**src/rtl/core/hlcc_pkg.sv**
```systemverilog
package hlcc_pkg;

    localparam int unsigned ADDR_W = 5;
    localparam int unsigned DATA_W = 32;

    typedef logic [1:0] t_mode;
    typedef logic [4:0] t_chan;
    typedef logic [4:0] t_shift;
    typedef logic [8:0] t_sum;

    localparam t_mode MODE_PASS     = 2'd0;
    localparam t_mode MODE_HANDHELD = 2'd1;
    localparam t_mode MODE_ADVANCE  = 2'd2;

    localparam logic [2:0] REG_COLOR_MODE    = 3'd0;
    localparam logic [2:0] REG_RED_SHIFT     = 3'd1;
    localparam logic [2:0] REG_GREEN_SHIFT   = 3'd2;
    localparam logic [2:0] REG_BLUE_SHIFT    = 3'd3;
    localparam logic [2:0] REG_NARROW_OUTPUT = 3'd4;

    typedef struct packed {
        t_mode  color_mode;
        t_shift red_shift;
        t_shift green_shift;
        t_shift blue_shift;
        logic   narrow_output;
    } t_cfg;

    localparam t_cfg CFG_RESET = '{
        color_mode:    MODE_PASS,
        red_shift:     5'd0,
        green_shift:   5'd5,
        blue_shift:    5'd10,
        narrow_output: 1'b0
    };

    // Brighten a channel: nonzero values below 16 gain 2, larger ones 3, capped at 30.
    function automatic t_chan boost(input t_chan c);
        logic [5:0] v;
        v = {1'b0, c};
        if (c != 5'd0) begin
            v = (c < 5'h10) ? 6'({1'b0, c} + 6'd2) : 6'({1'b0, c} + 6'd3);
        end
        if (v >= 6'h1F) begin
            v = 6'h1E;
        end
        return v[4:0];
    endfunction

    // Darken a channel: below 25 loses 4, otherwise 3, floored at zero.
    function automatic t_chan dim(input t_chan c);
        t_chan sub;
        sub = (c < 5'h19) ? 5'd4 : 5'd3;
        return (c > sub) ? 5'(c - sub) : 5'd0;
    endfunction

    // Divide by 14 through the reciprocal 2341 / 2^15; exact for sums up to 420.
    function automatic t_chan div14(input t_sum x);
        logic [19:0] prod;
        prod = 20'(x) * 20'd2341;
        return prod[19:15];
    endfunction

endpackage

```
**src/rtl/core/hlcc_mix.sv**
```systemverilog
module hlcc_mix
    import hlcc_pkg::*;
(
    input  logic [15:0] i_color_word,
    input  t_cfg        i_cfg,
    output logic [31:0] o_pixel
);

    t_chan r0, g0, b0;
    t_chan ra, ga, ba;
    t_chan r, g, b;
    t_sum  sum_r, sum_g, sum_b;
    logic [31:0] pix;

    assign r0 = i_color_word[4:0];
    assign g0 = i_color_word[9:5];
    assign b0 = i_color_word[14:10];

    always_comb begin
        ra    = r0;
        ga    = g0;
        ba    = b0;
        sum_r = '0;
        sum_g = '0;
        sum_b = '0;
        r     = r0;
        g     = g0;
        b     = b0;
        case (i_cfg.color_mode)
            MODE_HANDHELD: begin
                ra    = boost(r0);
                ga    = boost(g0);
                ba    = boost(b0);
                sum_r = 9'(ra) * 9'd10 + 9'(ga) * 9'd3 + 9'(ba);
                sum_g = 9'(ga) * 9'd10 + 9'(ba) * 9'd2 + 9'(ra) * 9'd2;
                sum_b = 9'(ba) * 9'd10 + 9'(ra) * 9'd2 + 9'(ga) * 9'd2;
                r     = div14(sum_r);
                g     = div14(sum_g);
                b     = div14(sum_b);
            end
            MODE_ADVANCE: begin
                ra    = dim(r0);
                ga    = dim(g0);
                ba    = dim(b0);
                sum_r = 9'(ra) * 9'd12 + 9'(ga) + 9'(ba);
                sum_g = 9'(ga) * 9'd12 + 9'(ba) + 9'(ra);
                sum_b = 9'(ba) * 9'd12 + 9'(ra) + 9'(ga);
                r     = div14(sum_r);
                g     = div14(sum_g);
                b     = div14(sum_b);
            end
            default: begin
                // Passthrough, and the unused mode code behaves the same.
                r = r0;
                g = g0;
                b = b0;
            end
        endcase
    end

    // Bits shifted past bit 31 fall away.
    assign pix = (32'(r) << i_cfg.red_shift)
               | (32'(g) << i_cfg.green_shift)
               | (32'(b) << i_cfg.blue_shift);

    assign o_pixel = i_cfg.narrow_output ? {16'h0000, pix[15:0]} : pix;

endmodule

```
**src/rtl/core/handheld_lcd_color_correction.sv**
```systemverilog
// RGB555 colour correction and pixel packing.
// Input channel: i_valid / o_stall with the colour word on i_color_word; a word
// is taken at a rising edge with i_valid high and o_stall low. Output channel:
// o_valid / i_stall with the packed pixel on o_pixel_out.
// Configuration goes through the APB port: mode at 0x00, red, green and blue
// shifts at 0x04, 0x08 and 0x0C, narrow output at 0x10. Registers may only be
// written while no word is in flight.
// An accepted word waits in the input register until the output register can
// take it; o_valid rises when the pixel is loaded there. There is one input
// register, then the correction, mixing and packing logic into the output
// register.
// Throughput is one word per clock unless the receiver stalls; the input and
// output registers each hold one word, so the block keeps taking words until
// both are full. When the receiver stalls, the output holds its pixel, the input
// register fills, and o_stall rises in the same cycle that i_stall finds both full.
// Synchronous reset empties both registers and restores the default
// configuration: passthrough, shifts 0/5/10, 32-bit output.
module handheld_lcd_color_correction
    import hlcc_pkg::*;
(
    input  logic                i_clk,
    input  logic                i_rst_n,
    input  logic                psel,
    input  logic                penable,
    input  logic                pwrite,
    input  logic [ADDR_W-1:0]   paddr,
    input  logic [DATA_W-1:0]   pwdata,
    output logic [DATA_W-1:0]   prdata,
    output logic                pready,
    input  logic                i_valid,
    output logic                o_stall,
    input  logic [15:0]         i_color_word,
    output logic                o_valid,
    input  logic                i_stall,
    output logic [31:0]         o_pixel_out
);

    t_cfg        r_cfg;
    logic        r_s1_vld;
    logic [15:0] r_s1_word;
    logic        r_o_vld;
    logic [31:0] r_o_pix;

    logic        s1_en;
    logic        s2_ld;
    logic        cfg_wr;
    logic [31:0] mix_pix;

    assign pready = 1'b1;
    assign cfg_wr = psel && penable && pwrite;

    always_ff @(posedge i_clk) begin
        if (!i_rst_n) begin
            r_cfg <= CFG_RESET;
        end else if (cfg_wr) begin
            case (paddr[4:2])
                REG_COLOR_MODE:    r_cfg.color_mode    <= pwdata[1:0];
                REG_RED_SHIFT:     r_cfg.red_shift     <= pwdata[4:0];
                REG_GREEN_SHIFT:   r_cfg.green_shift   <= pwdata[4:0];
                REG_BLUE_SHIFT:    r_cfg.blue_shift    <= pwdata[4:0];
                REG_NARROW_OUTPUT: r_cfg.narrow_output <= pwdata[0];
                default: begin
                end
            endcase
        end
    end

    always_comb begin
        case (paddr[4:2])
            REG_COLOR_MODE:    prdata = 32'(r_cfg.color_mode);
            REG_RED_SHIFT:     prdata = 32'(r_cfg.red_shift);
            REG_GREEN_SHIFT:   prdata = 32'(r_cfg.green_shift);
            REG_BLUE_SHIFT:    prdata = 32'(r_cfg.blue_shift);
            REG_NARROW_OUTPUT: prdata = 32'(r_cfg.narrow_output);
            default:           prdata = '0;
        endcase
    end

    // The output register takes a word when it is empty or being drained.
    assign s2_ld   = r_s1_vld && (!r_o_vld || !i_stall);
    assign s1_en   = !r_s1_vld || s2_ld;
    assign o_stall = !s1_en;

    always_ff @(posedge i_clk) begin
        if (!i_rst_n) begin
            r_s1_vld <= 1'b0;
            r_o_vld  <= 1'b0;
        end else begin
            if (s1_en) begin
                r_s1_vld <= i_valid;
            end
            if (s2_ld) begin
                r_o_vld <= 1'b1;
            end else if (!i_stall) begin
                r_o_vld <= 1'b0;
            end
        end
    end

    always_ff @(posedge i_clk) begin
        if (s1_en && i_valid) begin
            r_s1_word <= i_color_word;
        end
        if (s2_ld) begin
            r_o_pix <= mix_pix;
        end
    end

    hlcc_mix u_mix (
        .i_color_word (r_s1_word),
        .i_cfg        (r_cfg),
        .o_pixel      (mix_pix)
    );

    assign o_valid     = r_o_vld;
    assign o_pixel_out = r_o_pix;

endmodule

```
**config.mk**
```make
export PLATFORM = sky130hd
export DESIGN_NAME = handheld_lcd_color_correction
export DESIGN_NICKNAME = d
export VERILOG_FILES = /design/src/rtl/core/hlcc_pkg.sv /design/src/rtl/core/hlcc_mix.sv /design/src/rtl/core/handheld_lcd_color_correction.sv
export SDC_FILE = /design/constraint.sdc
export NUM_CORES = 1
export LEC_CHECK = 0
export BUFFER_PORTS_ARGS = -buffer_cell sky130_fd_sc_hd__buf_2
export CAP_MARGIN = 10
export CORE_UTILIZATION = 64
export CTS_CLUSTER_DIAMETER = 100
export CTS_CLUSTER_SIZE = 10
export DETAILED_ROUTE_END_ITERATION = 10
export MAX_ROUTING_LAYER = met4
export PLACE_DENSITY = 0.84
export SLEW_MARGIN = 20
export SYNTH_ARGS = -nofsm -noshare
export SYNTH_HDL_FRONTEND = slang
export SYNTH_SLANG_ARGS = --single-unit
```
**constraint.sdc**
```tcl
create_clock -name i_clk -period 12.23 [get_ports i_clk]
set_clock_uncertainty 0.15 [all_clocks]
set_input_delay 0.6115 -clock i_clk [delete_from_list [all_inputs] [get_ports i_clk]]
set_output_delay 0.6115 -clock i_clk [all_outputs]
set_load 0.005 [all_outputs]
```
==> reports/results.ini, run 1 <==
[run_status]
status=finished, final reports clean

[timing]
period_needed_ns=10.94
final_max_slew_viol_count=0
setup_viol=0
rsz0062_at_grt=no
worst_pin_slew_ns=1.09
fmax_mhz=91.4
setup_tns_ns=0
slew_headroom_pct=27.4
hold_viol=0
min_period_over_period_pct=89.4

[worst_setup_path]
worstPathArrival_ns=10.87
end_kind=flop
critPathMaxStageDelay_ns=0.76
crit_type=flop to flop
critical_path.startpoint_type=flop
cp_data_required_time_ns=12.17
crit_path_max_fanout=19
r2r_slack_ns=1.29
r2r_start=r_s1_word[14]
critPathLaunch=r_s1_word[14]
slowest_stage=edfxtp_1

[yosys]
synth_top_area_share_pct=28.1
avgSynthCellArea_um2=8.64
ys_seq_area_share_pct=11.4
ys_types=86
synth_enable_flop_cells=47
synth_top_area_cell=ha_1
ys_warn_count=0
ys_async_sr_fraction_pct=0
synth_flop_cell=edfxtp_1
synth.area.top_cells=ha_1, fa_1, edfxtp_1
yosysMostFrequentCell=ha_1
syn_area_um2=15900
ys_top_cells_by_count=ha_1, inv_1, nand2_1, nor2_1, a21oi_1
synthCells=1843
synth-seq-cells=67

[global_routing]
grt_max_degree=33
grt_overflow=0
grt_pass1_vias=13800
grt_pass1_wl_um=67400
antenna_found_initial=0
grtUsageTotal_pct=33.3

[clock_network]
cts_buffers=9
hold_buffers=0
cts_num_sinks=67
clk_pin_slew_ns=0.06
cts_tree=built
h-tree-depth=3
cts_setup_buffers=0
clk_latency_ns=0.35
clockBufferDepth=2
clock-root-buffer=clkbuf_16
ctsResizeCount=0

[die]
die_y_um=160
initial_core_util_pct=65.3
die_w_um=160
fp-row-count=57
core_area_um2=24400
die_area_um2=25500
io_pins=127

[routing]
vias=13800
viasPerCell=6.24
drc=0
firstDrtPassIters=8
drt_wl_total_um=40200
drt-initial-drc-count=1174
ant_nets=0
routedWlPerCell_um=18.2

[layout]
fin_util_pct=68.4
antenna_cells=0
drive_gt1_share_pct=7.07
fillers=2007
syn2layout_area_growth_pct=4.76
final_nets=2381

[run]
cap_violations=0

[placed_design]
dpl.hpwl_um=33300
io_buffers=68
gp_congestion=0.982

[worst_hold_path]
hold_path_class=input port to flop
hp-start=i_color_word[12]

==> path summary, 6_finish.rpt <==
path	end	cells after the start
worst max-delay path	o_pixel_out[23]	40
worst min-delay path	r_s1_word[12]	1
worst max register to register	o_pixel_out[23]	40
worst min register to register	o_valid	2
==> area by class of cell <==
cell class              count  area [um2]  share of cell area, %
clock buffers               9         225                   1.35
clock inverters             7        52.6                  0.315
inverters                 240         901                   5.40
multi-input cells        1487       12900                   77.4
flip-flops and latches     67        1810                   10.9
well taps                 324         405                   2.43
repair buffers             72         370                   2.22
==> placed cells by master, fill, tap and decap left out, types with 23 or more instances in the layout <==
cell type  Yosys  final
xnor2_1       45     45
a21o_1        38     38
nor2_1        93     92
buf_2          3     68
fa_1          86     86
nand2b_1      42     42
nor3_1        24     24
o21ai_0       47     47
ha_1         358    358
o211ai_1      23     23
nand3_1       35     35
nor2b_1       52     51
o21a_1        29     29
edfxtp_1      47     47
mux2i_1       33     33
nand2_1      117    117
a21oi_1       88     88
conb_1         2     28
inv_1        240    240
==> metrics by stage <==
stage,hold slack (ns),worst slack [ns],std cells,instance area [um2]
detailed placement,0.366,1.51,2190,16400
global placement,0.333,1.74,2190,16400
finish,0.290,1.29,2206,16700
floorplan,0.316,2.79,1869,16000
CTS,0.283,1.45,2206,16700
global route,0.284,0.421,2206,16700
==> logic make-up (layout without fill, tap and decap cells) <==
| group | after synthesis | in the layout | synth area share, % |
|---|---|---|---|
| xor gates and xnor gates | 68 | 68 | 3.82 |
| other | 2 | 28 | 0.0471 |
| muxes | 52 | 52 | 3.64 |
| buffers and inverters | 315 | 328 | 8.22 |
| adders and majority gates | 444 | 444 | 38.9 |
| AOI/OAI and AO/OA | 439 | 439 | 19.5 |
| DFF | 67 | 67 | 11.4 |
| and+or+nand+nor | 456 | 456 | 14.5 |
==> registers in the layout, indices dropped and copies added, names as in the netlist <==
register / cells
r_s1_vld: 1
o_valid: 1
o_pixel_out: 32
r_cfg: 18
r_s1_word: 15
==> worst max-delay path: cells and delay by family, from the launching register on <==
kind / cells / cell delay, ns
xor gates and xnor gates: 1 / 0.19
buffers and inverters: 6 / 0.40
muxes: 2 / 0.48
DFF: 1 / 0.76
and+or+nand+nor: 10 / 2.07
AOI/OAI and AO/OA: 11 / 3.08
adders and majority gates: 10 / 3.55
==> routing by layer <==
layer,global-route usage [%],part of all wire (%),wire length (um),up-vias
met3,3.48,6.0,2400,90
met4,10.8,2.6,1050,0
met2,54.5,47,18800,476
met1,43.1,45,17900,6555
li1,-,-,-,6649
met5,-,0,0,-
Power of run 1 is not shown: default switching activity piles up to over one toggle a cycle in this logic, so the estimate is an artifact.
==> inputs of run 2 (changes only) <==
--- a/config.mk
+++ b/config.mk
@@ -7,12 +7,10 @@
 export LEC_CHECK = 0
 export BUFFER_PORTS_ARGS = -buffer_cell sky130_fd_sc_hd__buf_2
 export CAP_MARGIN = 10
-export CORE_UTILIZATION = 64
+export CORE_UTILIZATION = 43
 export CTS_CLUSTER_DIAMETER = 100
 export CTS_CLUSTER_SIZE = 10
 export DETAILED_ROUTE_END_ITERATION = 10
-export MAX_ROUTING_LAYER = met4
-export PLACE_DENSITY = 0.84
 export SLEW_MARGIN = 20
 export SYNTH_ARGS = -nofsm -noshare
 export SYNTH_HDL_FRONTEND = slang
==> run 2 against run 1 <==
Compared with the run above:
- non-clock buffer count grew 2
- first-iteration DRC count down 19%
- cell count rose by 6.6%
- hold slack worse by 0.0096 ns
- die area is 48% higher
==> reports/results.ini, run 2 (synthesized netlist as in run 1, its figures left out) <==
[layout]
post_layout_nonfiller_instances=2352  ; +6.6%
antenna_cells=0  ; unchanged
layout_commonest_cell=ha_1
syn2layout_area_growth_pct=6.06
drive_gt1_share_pct=7.11  ; +0.046 points
final_nets=2383  ; +0.084%
layout_common_cells=ha_1, inv_1, nand2_1, nor2_1, a21oi_1
largest_register_ffs=32  ; unchanged

[global_routing]
antenna_found_initial=0  ; unchanged
grt_pass1_vias=13000  ; -5.8%
grt_overflow=0  ; unchanged
grt_max_degree=33  ; unchanged
grtUsageTotal_pct=21.7  ; -12 points
grt_pass1_wl_um=66700  ; -1.1%

[worst_setup_path]
slowest_stage=o31ai_1
crit_type=flop to flop
crit_path_max_fanout=7  ; -12
critPathMaxStageDelay_ns=0.55  ; -0.21 ns
cp_data_required_time_ns=12.15  ; -0.02 ns
worstPathArrival_ns=10.86  ; about the same
critical_path.startpoint_type=flop
end_kind=flop

[routing]
routedWlPerCell_um=17.2  ; -5.9%
drc=0  ; unchanged
vias=13300  ; -3.4%
ant_nets=0  ; unchanged
drt-initial-drc-count=956  ; -19%
viasPerCell=5.66  ; -9.4%
drt_wl_total_um=40300  ; +0.38%
firstDrtPassIters=7  ; -1

[die]
die_area_um2=37800  ; +48%
die_w_um=194  ; +22%
initial_core_util_pct=43.6  ; -22 points
fp-row-count=70  ; +23%
core_area_um2=36500  ; +50%
die_y_um=194  ; +22%
io_pins=127  ; unchanged

[placed_design]
gp_congestion=0.927  ; -5.6%
io_buffers=68  ; unchanged
placedCellCount=2335  ; +6.6%
dpl.hpwl_um=34200  ; +2.7%

[timing]
rsz0062_at_grt=no
final_max_slew_viol_count=0  ; unchanged
worst_pin_slew_ns=1.09  ; +0.000209 ns
setup_tns_ns=0  ; unchanged
min_period_over_period_pct=89.4  ; about the same
period_needed_ns=10.94  ; -0.000810 ns
hold_viol=0  ; unchanged
setup_viol=0  ; unchanged
whs_ns=0.281  ; -0.00956 ns
fmax_mhz=91.4  ; about the same
slew_headroom_pct=27.2  ; -0.16 points

[clock_network]
cts_buffers=9  ; unchanged
cts_setup_buffers=0  ; unchanged
hold_buffers=0  ; unchanged
h-tree-depth=3  ; unchanged
ctsResizeCount=0  ; unchanged
clockBufferDepth=2  ; unchanged
clock-root-buffer=clkbuf_16
clk_pin_slew_ns=0.07  ; about the same
clk_latency_ns=0.35  ; about the same
cts_num_sinks=67  ; unchanged
cts_tree=built

[run]
cap_violations=0  ; unchanged

[run_status]
status=finished, final reports clean

[worst_hold_path]
hold_path_class=input port to flop

-- run 2: cell count changes in the layout (fill, tap and decap cells not counted), sizes merged --
cell	change
buf	+2
clkinv	-1
clkinvlp	-1
clkbuf	+2
-- run 2: layer usage --
layer,wire (um),global-route usage [%],vias up
li1,-,-,6649
met1,19800,30.7,6383
met2,18700,36.2,249
met3,1450,1.70,26
met4,416,3.88,0
met5,0,0,-
-- run 2: area by class of cell --
class	count	area [um2]
Multi-Input combinational cell	1487	12900
Sequential cell	67	1810
Timing Repair Buffer	74	405
Fill cell	3562	19600
Tap cell	468	586
Clock buffer	11	243
Inverter	240	901
Clock inverter	5	27.5
-- run 2: through the flow --
stage                     instance area [um2]  utilization, %  setup WS, ns
after floorplan                         16000               -          2.79
after detailed placement                16600            45.4          1.44
after CTS                               16900            46.2          1.41
final                                   16900            46.3          1.29
after global routing                    16900            46.3         0.461
after global placement                  16600            45.4          1.55
-- run 2: worst max-delay path: cells and delay by family, from the launching register on --
| kind | cells | cell delay (ns) |
|---|---|---|
| fa+ha+maj | 11 | 3.74 |
| compound gates | 13 | 3.52 |
| simple gates | 9 | 1.73 |
| buf+inv | 7 | 0.66 |
| flops | 1 | 0.49 |
| xor+xnor | 1 | 0.25 |
| mux | 1 | 0.10 |
-- run 2: worst paths after layout --
check / depth (start not counted) / endpoint / slack, ns / start
setup / recovery: 42 / o_pixel_out[23] / 1.29 / r_s1_word[11]
hold / removal: 1 / r_s1_word[1] / 0.28 / i_color_word[1]
setup reg to reg: 42 / o_pixel_out[23] / 1.29 / r_s1_word[11]
hold reg to reg: 2 / r_cfg[16] / 0.37 / r_cfg[16]
Power of run 2 is left out for the same reason.
